## config.mk

```make
export PLATFORM = sky130hd
export DESIGN_NAME = page_replacement_engine_unit
export DESIGN_NICKNAME = d
export VERILOG_FILES = /design/src/hdl/pre_pkg.sv /design/src/hdl/page_replacement_engine_unit.sv /design/src/hdl/pre_frame_ram.sv /design/src/hdl/pre_ctrl.sv
export SDC_FILE = /design/constraint.sdc
export NUM_CORES = 1
export LEC_CHECK = 0
export ABC_CLOCK_PERIOD_IN_PS = 8250
export BUFFER_PORTS_ARGS = -buffer_cell sky130_fd_sc_hd__clkbuf_2
export CORE_ASPECT_RATIO = 2
export CORE_UTILIZATION = 50
export DETAILED_ROUTE_END_ITERATION = 7
export HOLD_SLACK_MARGIN = 0.12
export PLACE_DENSITY = 0.68
export SYNTH_ARGS = -nofsm -noshare
export SYNTH_HDL_FRONTEND = slang
export SYNTH_SLANG_ARGS = --single-unit
```

## constraint.sdc

```tcl
create_clock -name clock -period 8.25 [get_ports clock]
set_input_delay 0.825 -clock clock [delete_from_list [all_inputs] [get_ports clock]]
set_output_delay 0.825 -clock clock [all_outputs]
set_load 0.01 [all_outputs]
```

## src/hdl/pre_pkg.sv

```systemverilog
// Shared constants and types for the page replacement engine.
package pre_pkg;

   localparam int NUM_FRAMES_DEF  = 16;
   localparam int PAGE_BITS_DEF   = 20;
   localparam int STAMP_BITS_DEF  = 32;

   localparam int FRAME_OUT_BITS  = 4;
   localparam int CSR_INDEX_BITS  = 2;
   localparam int CSR_DATA_BITS   = 5;

   localparam logic [CSR_INDEX_BITS-1:0] CSR_POLICY_MODE   = 2'd0;
   localparam logic [CSR_INDEX_BITS-1:0] CSR_FRAMES_IN_USE = 2'd1;

   localparam logic [1:0] POLICY_FIFO  = 2'd0;
   localparam logic [1:0] POLICY_LRU   = 2'd1;
   localparam logic [1:0] POLICY_CLOCK = 2'd2;

   localparam logic [1:0] POLICY_RESET = POLICY_FIFO;
   localparam logic [4:0] FRAMES_RESET = 5'd16;

   typedef struct packed {
      logic [1:0] policy_mode;
      logic [4:0] frames_in_use;
   } cfg_type;

endpackage

```

## src/hdl/page_replacement_engine_unit.sv

```systemverilog
// Top level of the page replacement engine: CSRs, sequencer and frame table.
//
//  channel  dir  handshake             word
//  req      in   req_valid/req_ready   req_page_number
//  rsp      out  rsp_valid/rsp_ready   hit, frame_index, filled_empty, evicted, victim_page
//  csr      in   csr_valid/csr_ready   csr_index, csr_data
//
// One word at a time. The lookup scan reads the filled frames, one table read a cycle; the
// response is registered at commit, and the next request is taken once back in idle. A
// Clock second chance scan reads one frame a cycle and writes back the one before it
// through the separate write port.
// Reset needs no clearing pass: only filled frames are read. The next request is taken
// while a finished response waits; a stalled response holds the sequencer at commit.
module page_replacement_engine_unit #(
   parameter int NUM_FRAMES = pre_pkg::NUM_FRAMES_DEF,
   parameter int PAGE_BITS  = pre_pkg::PAGE_BITS_DEF,
   parameter int STAMP_BITS = pre_pkg::STAMP_BITS_DEF
) (
   input  logic                               clock,
   input  logic                               reset,
   input  logic                               req_valid,
   output logic                               req_ready,
   input  logic [PAGE_BITS-1:0]               req_page_number,
   output logic                               rsp_valid,
   input  logic                               rsp_ready,
   output logic                               rsp_hit,
   output logic [pre_pkg::FRAME_OUT_BITS-1:0] rsp_frame_index,
   output logic                               rsp_filled_empty,
   output logic                               rsp_evicted,
   output logic [PAGE_BITS-1:0]               rsp_victim_page,
   input  logic                               csr_valid,
   output logic                               csr_ready,
   input  logic [pre_pkg::CSR_INDEX_BITS-1:0] csr_index,
   input  logic [pre_pkg::CSR_DATA_BITS-1:0]  csr_data
);
   import pre_pkg::*;

   localparam int IW = (NUM_FRAMES > 1) ? $clog2(NUM_FRAMES) : 1;
   localparam int WW = PAGE_BITS + STAMP_BITS + 1;

   cfg_type       cfg_ff, cfg_in;
   logic          rd_en;
   logic [IW-1:0] rd_addr;
   logic [WW-1:0] rd_data;
   logic          wr_en;
   logic [IW-1:0] wr_addr;
   logic [WW-1:0] wr_data;

   assign csr_ready = 1'b1;

   always_comb begin
      cfg_in = cfg_ff;
      if (csr_valid) begin
         if (csr_index == CSR_POLICY_MODE) begin
            cfg_in.policy_mode = csr_data[1:0];
         end else if (csr_index == CSR_FRAMES_IN_USE) begin
            cfg_in.frames_in_use = csr_data[4:0];
         end
      end
   end

   always_ff @(posedge clock) begin
      if (reset) begin
         cfg_ff.policy_mode   <= POLICY_RESET;
         cfg_ff.frames_in_use <= FRAMES_RESET;
      end else begin
         cfg_ff <= cfg_in;
      end
   end

   pre_ctrl #(
      .NUM_FRAMES (NUM_FRAMES),
      .PAGE_BITS  (PAGE_BITS),
      .STAMP_BITS (STAMP_BITS),
      .IW         (IW),
      .WW         (WW)
   ) u_ctrl (
      .clock            (clock),
      .reset            (reset),
      .cfg              (cfg_ff),
      .req_valid        (req_valid),
      .req_ready        (req_ready),
      .req_page_number  (req_page_number),
      .rsp_valid        (rsp_valid),
      .rsp_ready        (rsp_ready),
      .rsp_hit          (rsp_hit),
      .rsp_frame_index  (rsp_frame_index),
      .rsp_filled_empty (rsp_filled_empty),
      .rsp_evicted      (rsp_evicted),
      .rsp_victim_page  (rsp_victim_page),
      .rd_en            (rd_en),
      .rd_addr          (rd_addr),
      .rd_data          (rd_data),
      .wr_en            (wr_en),
      .wr_addr          (wr_addr),
      .wr_data          (wr_data)
   );

   pre_frame_ram #(
      .DEPTH (NUM_FRAMES),
      .WIDTH (WW),
      .AW    (IW)
   ) u_ram (
      .clock   (clock),
      .rd_en   (rd_en),
      .rd_addr (rd_addr),
      .rd_data (rd_data),
      .wr_en   (wr_en),
      .wr_addr (wr_addr),
      .wr_data (wr_data)
   );

endmodule

```

## src/hdl/pre_frame_ram.sv

```systemverilog
// Frame table memory: one write port, one read port, registered read data.
module pre_frame_ram #(
   parameter int DEPTH = pre_pkg::NUM_FRAMES_DEF,
   parameter int WIDTH = pre_pkg::PAGE_BITS_DEF + pre_pkg::STAMP_BITS_DEF + 1,
   parameter int AW    = (DEPTH > 1) ? $clog2(DEPTH) : 1
) (
   input  logic             clock,
   input  logic             rd_en,
   input  logic [AW-1:0]    rd_addr,
   output logic [WIDTH-1:0] rd_data,
   input  logic             wr_en,
   input  logic [AW-1:0]    wr_addr,
   input  logic [WIDTH-1:0] wr_data
);

   logic [WIDTH-1:0] mem [DEPTH];
   logic [WIDTH-1:0] rd_data_ff;

   always_ff @(posedge clock) begin
      if (wr_en) begin
         mem[wr_addr] <= wr_data;
      end
   end

   always_ff @(posedge clock) begin
      if (rd_en) begin
         rd_data_ff <= mem[rd_addr];
      end
   end

   assign rd_data = rd_data_ff;

endmodule

```

## src/hdl/pre_ctrl.sv

```systemverilog
// Sequencer: lookup scan, victim selection, clock scan and result register.
module pre_ctrl #(
   parameter int NUM_FRAMES = pre_pkg::NUM_FRAMES_DEF,
   parameter int PAGE_BITS  = pre_pkg::PAGE_BITS_DEF,
   parameter int STAMP_BITS = pre_pkg::STAMP_BITS_DEF,
   parameter int IW         = (NUM_FRAMES > 1) ? $clog2(NUM_FRAMES) : 1,
   parameter int WW         = PAGE_BITS + STAMP_BITS + 1
) (
   input  logic                               clock,
   input  logic                               reset,
   input  pre_pkg::cfg_type                   cfg,
   input  logic                               req_valid,
   output logic                               req_ready,
   input  logic [PAGE_BITS-1:0]               req_page_number,
   output logic                               rsp_valid,
   input  logic                               rsp_ready,
   output logic                               rsp_hit,
   output logic [pre_pkg::FRAME_OUT_BITS-1:0] rsp_frame_index,
   output logic                               rsp_filled_empty,
   output logic                               rsp_evicted,
   output logic [PAGE_BITS-1:0]               rsp_victim_page,
   output logic                               rd_en,
   output logic [IW-1:0]                      rd_addr,
   input  logic [WW-1:0]                      rd_data,
   output logic                               wr_en,
   output logic [IW-1:0]                      wr_addr,
   output logic [WW-1:0]                      wr_data
);
   import pre_pkg::*;

   localparam int CW = $clog2(NUM_FRAMES + 1);
   localparam int LW = (CW > 5) ? CW : 5;

   localparam logic [1:0] S_IDLE   = 2'd0;
   localparam logic [1:0] S_LOOK   = 2'd1;
   localparam logic [1:0] S_CLK    = 2'd2;
   localparam logic [1:0] S_COMMIT = 2'd3;

   logic [1:0]            state_ff, state_in;
   logic [CW-1:0]         filled_ff, filled_in;
   logic [IW-1:0]         fifo_ff, fifo_in;
   logic [IW-1:0]         hand_ff, hand_in;
   logic [STAMP_BITS-1:0] stamp_ff, stamp_in;
   logic                  got_v_ff, got_v_in;
   logic                  rsp_valid_ff, rsp_valid_in;

   logic [PAGE_BITS-1:0]  page_ff, page_in;
   logic [CW-1:0]         iss_ff, iss_in;
   logic [IW-1:0]         got_idx_ff, got_idx_in;
   logic [IW-1:0]         best_idx_ff, best_idx_in;
   logic [STAMP_BITS-1:0] best_stamp_ff, best_stamp_in;
   logic [PAGE_BITS-1:0]  best_page_ff, best_page_in;
   logic                  best_ref_ff, best_ref_in;
   logic [STAMP_BITS-1:0] cap_stamp_ff, cap_stamp_in;
   logic [PAGE_BITS-1:0]  cap_page_ff, cap_page_in;
   logic                  cap_ref_ff, cap_ref_in;
   logic [IW-1:0]         wr_idx_ff, wr_idx_in;
   logic [WW-1:0]         wr_word_ff, wr_word_in;
   logic                  res_hit_ff, res_hit_in;
   logic [IW-1:0]         res_idx_ff, res_idx_in;
   logic                  res_fill_ff, res_fill_in;
   logic                  res_evict_ff, res_evict_in;
   logic [PAGE_BITS-1:0]  res_victim_ff, res_victim_in;
   logic                  rsp_hit_ff, rsp_hit_in;
   logic [IW-1:0]         rsp_idx_ff, rsp_idx_in;
   logic                  rsp_fill_ff, rsp_fill_in;
   logic                  rsp_evict_ff, rsp_evict_in;
   logic [PAGE_BITS-1:0]  rsp_victim_ff, rsp_victim_in;

   logic [PAGE_BITS-1:0]  rd_page;
   logic [STAMP_BITS-1:0] rd_stamp;
   logic                  rd_ref;
   logic [STAMP_BITS-1:0] nstamp;
   logic [LW-1:0]         fiu_w;
   logic [CW-1:0]         limit;
   logic [IW-1:0]         fifo_eff;
   logic [IW-1:0]         hand_eff;
   logic [IW-1:0]         cap_idx;
   logic                  match;
   logic                  last;

   function automatic logic [IW-1:0] next_frame(input logic [IW-1:0] x,
                                                input logic [CW-1:0] n);
      logic [CW-1:0] s;
      s = CW'(x) + CW'(1);
      return (s == n) ? '0 : IW'(s);
   endfunction

   assign rd_page  = rd_data[WW-1 -: PAGE_BITS];
   assign rd_stamp = rd_data[STAMP_BITS:1];
   assign rd_ref   = rd_data[0];

   assign nstamp = (stamp_ff == '1) ? stamp_ff : stamp_ff + STAMP_BITS'(1);

   assign fiu_w = LW'(cfg.frames_in_use);
   assign limit = (fiu_w == '0) ? CW'(1) :
                  (fiu_w > LW'(NUM_FRAMES)) ? CW'(NUM_FRAMES) : CW'(fiu_w);

   assign fifo_eff = (CW'(fifo_ff) < filled_ff) ? fifo_ff : '0;
   assign hand_eff = (CW'(hand_ff) < filled_ff) ? hand_ff : '0;
   assign cap_idx  = (cfg.policy_mode == POLICY_CLOCK) ? hand_eff : fifo_eff;

   assign match = got_v_ff && (rd_page == page_ff);
   assign last  = got_v_ff && ((CW'(got_idx_ff) + CW'(1)) == filled_ff);

   always_comb begin
      state_in      = state_ff;
      filled_in     = filled_ff;
      fifo_in       = fifo_ff;
      hand_in       = hand_ff;
      stamp_in      = stamp_ff;
      got_v_in      = 1'b0;
      got_idx_in    = got_idx_ff;
      rsp_valid_in  = rsp_valid_ff && !rsp_ready;
      page_in       = page_ff;
      iss_in        = iss_ff;
      best_idx_in   = best_idx_ff;
      best_stamp_in = best_stamp_ff;
      best_page_in  = best_page_ff;
      best_ref_in   = best_ref_ff;
      cap_stamp_in  = cap_stamp_ff;
      cap_page_in   = cap_page_ff;
      cap_ref_in    = cap_ref_ff;
      wr_idx_in     = wr_idx_ff;
      wr_word_in    = wr_word_ff;
      res_hit_in    = res_hit_ff;
      res_idx_in    = res_idx_ff;
      res_fill_in   = res_fill_ff;
      res_evict_in  = res_evict_ff;
      res_victim_in = res_victim_ff;
      rsp_hit_in    = rsp_hit_ff;
      rsp_idx_in    = rsp_idx_ff;
      rsp_fill_in   = rsp_fill_ff;
      rsp_evict_in  = rsp_evict_ff;
      rsp_victim_in = rsp_victim_ff;
      rd_en         = 1'b0;
      rd_addr       = iss_ff[IW-1:0];
      wr_en         = 1'b0;
      wr_addr       = wr_idx_ff;
      wr_data       = wr_word_ff;

      case (state_ff)
         S_IDLE: begin
            if (req_valid) begin
               page_in  = req_page_number;
               iss_in   = '0;
               state_in = S_LOOK;
            end
         end

         S_LOOK: begin
            if (iss_ff < filled_ff) begin
               rd_en      = 1'b1;
               got_v_in   = 1'b1;
               got_idx_in = iss_ff[IW-1:0];
               iss_in     = iss_ff + CW'(1);
            end
            if (got_v_ff) begin
               if ((got_idx_ff == '0) || (rd_stamp < best_stamp_ff)) begin
                  best_idx_in   = got_idx_ff;
                  best_stamp_in = rd_stamp;
                  best_page_in  = rd_page;
                  best_ref_in   = rd_ref;
               end
               if (got_idx_ff == cap_idx) begin
                  cap_stamp_in = rd_stamp;
                  cap_page_in  = rd_page;
                  cap_ref_in   = rd_ref;
               end
            end
            res_hit_in    = 1'b0;
            res_fill_in   = 1'b0;
            res_evict_in  = 1'b0;
            res_victim_in = '0;
            if (match) begin
               got_v_in   = 1'b0;
               stamp_in   = nstamp;
               wr_idx_in  = got_idx_ff;
               wr_word_in = {page_ff, nstamp, 1'b1};
               res_hit_in = 1'b1;
               res_idx_in = got_idx_ff;
               state_in   = S_COMMIT;
            end else if ((filled_ff == '0) || last) begin
               got_v_in = 1'b0;
               state_in = S_COMMIT;
               if (filled_ff < limit) begin
                  stamp_in    = nstamp;
                  wr_idx_in   = IW'(filled_ff);
                  wr_word_in  = {page_ff, nstamp, 1'b1};
                  filled_in   = filled_ff + CW'(1);
                  hand_in     = '0;
                  res_fill_in = 1'b1;
                  res_idx_in  = IW'(filled_ff);
               end else if (cfg.policy_mode == POLICY_LRU) begin
                  stamp_in      = nstamp;
                  wr_idx_in     = best_idx_in;
                  wr_word_in    = {page_ff, nstamp, best_ref_in};
                  res_evict_in  = 1'b1;
                  res_idx_in    = best_idx_in;
                  res_victim_in = best_page_in;
               end else if (cfg.policy_mode == POLICY_CLOCK) begin
                  if (!cap_ref_in || (next_frame(hand_eff, filled_ff) == hand_eff)) begin
                     wr_idx_in     = hand_eff;
                     wr_word_in    = {page_ff, cap_stamp_in, 1'b1};
                     hand_in       = next_frame(hand_eff, filled_ff);
                     res_evict_in  = 1'b1;
                     res_idx_in    = hand_eff;
                     res_victim_in = cap_page_in;
                  end else begin
                     iss_in   = CW'(next_frame(hand_eff, filled_ff));
                     state_in = S_CLK;
                  end
               end else begin
                  wr_idx_in     = fifo_eff;
                  wr_word_in    = {page_ff, cap_stamp_in, cap_ref_in};
                  fifo_in       = next_frame(fifo_eff, filled_ff);
                  res_evict_in  = 1'b1;
                  res_idx_in    = fifo_eff;
                  res_victim_in = cap_page_in;
               end
            end
         end

         S_CLK: begin
            if (iss_ff[IW-1:0] != hand_eff) begin
               rd_en      = 1'b1;
               got_v_in   = 1'b1;
               got_idx_in = iss_ff[IW-1:0];
               iss_in     = CW'(next_frame(iss_ff[IW-1:0], filled_ff));
            end
            if (got_v_ff) begin
               if (!rd_ref) begin
                  got_v_in      = 1'b0;
                  wr_idx_in     = got_idx_ff;
                  wr_word_in    = {page_ff, rd_stamp, 1'b1};
                  hand_in       = next_frame(got_idx_ff, filled_ff);
                  res_evict_in  = 1'b1;
                  res_idx_in    = got_idx_ff;
                  res_victim_in = rd_page;
                  state_in      = S_COMMIT;
               end else begin
                  // second chance: clear the bit and move on
                  wr_en   = 1'b1;
                  wr_addr = got_idx_ff;
                  wr_data = {rd_page, rd_stamp, 1'b0};
                  if (next_frame(got_idx_ff, filled_ff) == hand_eff) begin
                     got_v_in      = 1'b0;
                     wr_idx_in     = hand_eff;
                     wr_word_in    = {page_ff, cap_stamp_ff, 1'b1};
                     hand_in       = next_frame(hand_eff, filled_ff);
                     res_evict_in  = 1'b1;
                     res_idx_in    = hand_eff;
                     res_victim_in = cap_page_ff;
                     state_in      = S_COMMIT;
                  end
               end
            end
         end

         S_COMMIT: begin
            wr_en = 1'b1;
            if (!rsp_valid_ff || rsp_ready) begin
               rsp_valid_in  = 1'b1;
               rsp_hit_in    = res_hit_ff;
               rsp_idx_in    = res_idx_ff;
               rsp_fill_in   = res_fill_ff;
               rsp_evict_in  = res_evict_ff;
               rsp_victim_in = res_victim_ff;
               state_in      = S_IDLE;
            end
         end

         default: begin
            state_in = S_IDLE;
         end
      endcase
   end

   always_ff @(posedge clock) begin
      if (reset) begin
         state_ff     <= S_IDLE;
         filled_ff    <= '0;
         fifo_ff      <= '0;
         hand_ff      <= '0;
         stamp_ff     <= '0;
         got_v_ff     <= 1'b0;
         rsp_valid_ff <= 1'b0;
      end else begin
         state_ff     <= state_in;
         filled_ff    <= filled_in;
         fifo_ff      <= fifo_in;
         hand_ff      <= hand_in;
         stamp_ff     <= stamp_in;
         got_v_ff     <= got_v_in;
         rsp_valid_ff <= rsp_valid_in;
      end
   end

   always_ff @(posedge clock) begin
      page_ff       <= page_in;
      iss_ff        <= iss_in;
      got_idx_ff    <= got_idx_in;
      best_idx_ff   <= best_idx_in;
      best_stamp_ff <= best_stamp_in;
      best_page_ff  <= best_page_in;
      best_ref_ff   <= best_ref_in;
      cap_stamp_ff  <= cap_stamp_in;
      cap_page_ff   <= cap_page_in;
      cap_ref_ff    <= cap_ref_in;
      wr_idx_ff     <= wr_idx_in;
      wr_word_ff    <= wr_word_in;
      res_hit_ff    <= res_hit_in;
      res_idx_ff    <= res_idx_in;
      res_fill_ff   <= res_fill_in;
      res_evict_ff  <= res_evict_in;
      res_victim_ff <= res_victim_in;
      rsp_hit_ff    <= rsp_hit_in;
      rsp_idx_ff    <= rsp_idx_in;
      rsp_fill_ff   <= rsp_fill_in;
      rsp_evict_ff  <= rsp_evict_in;
      rsp_victim_ff <= rsp_victim_in;
   end

   assign req_ready        = (state_ff == S_IDLE);
   assign rsp_valid        = rsp_valid_ff;
   assign rsp_hit          = rsp_hit_ff;
   assign rsp_frame_index  = FRAME_OUT_BITS'(rsp_idx_ff);
   assign rsp_filled_empty = rsp_fill_ff;
   assign rsp_evicted      = rsp_evict_ff;
   assign rsp_victim_page  = rsp_victim_ff;

endmodule

```

==> impl_metrics.tcl <==
set metrics [dict create \
    status "finished clean" \
    period_share_pct 69.48 \
    grt_pass1_wl_mm 182.4 \
    critPathCaptureType "flip-flop" \
    p_leak_uw 0.01796 \
    powerDensity_nw_per_um2 330.9 \
    rrSetupSlack_ps 2520 \
    arrival_ps 6070 \
    synth_edf_count 1147 \
    tightest_slew_ps 1238 \
    area_growth_pct 10.73 \
    wirelength_mm 123.3 \
    grt_pass1_vias 27790 \
    initial_core_util_pct 50.33 \
    synth_top_family_by_area "multiplexers" \
    drtIter0Drc 2426 \
    die_height_um 450.1 \
    cts-buffers-inserted 99 \
    finalHoldViolCount 0 \
    grt_max_degree 71 \
    cts_sinks 1203 \
    yosysMostFrequentCell "edfxtp_1" \
    hpwl_mm 72.76 \
    yosysTopAreaCell "edfxtp_1" \
    synth_area_leaders "edfxtp_1 (69%), mux4_2 (12%), mux2_2 (3.1%)" \
    synth_compound_area_share_pct 3.597 \
    drc 0 \
    synth-seq-cells 1203 \
    antenna_found_initial 2 \
    syn_inst 2735 \
    stdcell_area_um2 55580 \
    vdd_drop_max_mv 0.3267 \
    utilization_pct 55.73 \
    layout-drive-gt1-share_pct 24.88 \
    place_area_um2 52320 \
    path_max_fanout 57 \
    yosysTopAreaCellShare_pct 68.63 \
    cap_viol_max_count 0 \
    synth_seq_area_share_pct 70.86 \
    path_class "flip-flop to flip-flop" \
    critPathRequiredTime_ps 8580 \
    clock_skew_ps 24.08 \
    fin_setup_tns_ps 0 \
    place_congestion 0.8747 \
    synth-simple-area-share_pct 4.273 \
    vias 26190 \
    core_area_um2 99730 \
    synth_cell_type_count 82 \
    synth_warnings 0 \
    synth_nets 2827 \
    die_w_um 226.0 \
    detail_route.first_pass.iterations 5 \
    worstPathCellList "inv_1 > ha_1 > or3_1 > a21oi_1 > or3_1 > and2_1 > ha_1 > xnor2_1 > o211ai_1 > a311oi_2 > o2111ai_2 > nor2_1 > nor3_1 > a311oi_4 > buf_4" \
    avgSynthCellArea_um2 18.35 \
    dieArea_um2 101700 \
    critPathSlowestCell "buf_4" \
    root_buffer "clkbuf_16" \
    globalRouteTotalUtil_pct 24.84 \
    holdCritPathClass "input port to flip-flop" \
    cts_tree "built" \
    setup_ws_ps 2517 \
    clk_latency_ps 720 \
    hold_buffers 0 \
    synth_area_um2 50190 \
    ios 62 \
    finalCriticalPeriod_ps 5733 \
    ys_dominant_reg_cell "edfxtp_1" \
    synth_fa_ha_area_share_pct 1.496 \
    synth-xor-area-share_pct 2.079 \
    route.detailed.wl_per_inst_um 29.10 \
    viasPerCell 6.182 \
    clk_path_buf_depth 3 \
    place_ws_ps 2566 \
    clkTransAtPathRegs_ps 70 \
    critPathLaunchType "flip-flop" \
    synth-async-reset-ratio_pct 0 \
    setup_viol 0 \
    antenna_left 0 \
    num_rows 164 \
    h-tree-depth 3 \
    rsz0062_at_grt "false" \
    max_freq_mhz 174.4 \
    cts_setup_buffers 0 \
    slew_violations 0 \
    nNetsFinal 2915 \
    synth.mux.area_fraction_pct 16.06 \
    cts_resized 0 \
    grt_overflow 0 \
    yosys-top-cells-count "edfxtp_1 (1147), mux4_2 (265), nor2_1 (145), mux2_2 (138), nand2_1 (102)" \
    maxSlewHeadroom_pct 16.63 \
    io_buffer_count 60 \
    cpPeakStageDelay_ps 820 \
]
layout make-up:
cell class              count  area [µm²]
multi-input cells        1327       14020
clock buffers             121        2654
well taps                1328        1662
clock inverters            63       599.3
inverters                  66       252.7
diodes                      2       5.005
repair buffers            126       820.8
flip-flops and latches   1203       35560
fillers                  7584       44150
cell families after synthesis:
| family | count (synthesis) |
|---|---|
| flops | 1203 |
| buf+inv | 205 |
| other cells | 1 |
| mux | 457 |
| simple gates | 443 |
| xor+xnor | 116 |
| compound gates | 250 |
| fa+ha+maj | 60 |
report_power, final:
part	internal [µW]	leakage, µW	total [µW]	switching (µW)
Combinational	1980	0.00548	4990	3010
Sequential	8240	0.0109	8630	384
Clock	2610	0.00160	4770	2160
Total	12800	0.0180	18400	5550
path summary, 6_finish.rpt:
kind                                              end  cells after the start                 from
worst max register to register  u_ctrl.wr_word_ff[16]                     15  u_ctrl.filled_ff[2]
worst max-delay path            u_ctrl.wr_word_ff[16]                     15  u_ctrl.filled_ff[2]
worst min register to register         u_ctrl.rsp_hit                      0    u_ctrl.res_hit_ff
worst min-delay path               u_ctrl.page_ff[18]                      1  req_page_number[18]
sequential cells by signal, summed over array words and instances, names as in the netlist, 5 cells and up:
name,count
u_ctrl.stamp_ff,32
u_ctrl.best_stamp_ff,32
cfg_ff,7
u_ctrl.cap_stamp_ff,32
u_ctrl.iss_ff,5
u_ctrl.best_page_ff,20
u_ctrl.res_victim_ff,20
u_ctrl.wr_word_ff,53
u_ctrl.rsp_victim_page,20
u_ctrl.cap_page_ff,20
u_ram.rd_data,53
u_ctrl.filled_ff,5
u_ctrl.page_ff,20
u_ram.mem,848
per-stage QoR:
step	std cells	total power [µW]	hold slack, ps
floorplan	2735	12130	400.3
global route	4236	19100	266.0
CTS	4234	18500	251.4
finish	4236	18390	284.7
global placement	4050	13590	402.3
detailed placement	4050	13770	404.5
cells in the final DEF (no fill, tap or decap), types with 27 or more instances in the layout:
master	count
nand2_1	102
inv_1	63
edfxtp_1	1147
clkbuf_2	60
buf_4	64
mux4_2	265
o211ai_1	28
nor2_1	128
xnor2_1	48
o21ai_0	48
ha_1	59
clkbuf_16	102
xor2_1	66
a21oi_1	50
mux2_2	138
nand3_1	39
dfxtp_1	56
nor3_1	27
mux2i_1	54
layer usage:
metal  vias to the layer above  part of all wire [%]  GRT usage, %  wire length (µm)
li1                      11180                     -             -                 -
met1                     13820                    35         27.93             43350
met2                       895                    55         45.27             67850
met3                       294                   4.7         3.318              5782
met4                         0                   5.1         13.05              6263
met5                         -                     0             0                 0
critical path, delay by kind of cell, from the launching register on:
family | cells | cell delay, ps
buffers and inverters | 2 | 1040
adders and majority gates | 2 | 570
xor gates and xnor gates | 1 | 180
and+or+nand+nor | 5 | 1650
DFF | 1 | 630
AOI/OAI and AO/OA | 5 | 1220
No activity file was read; power rests on OpenSTA's default activity.
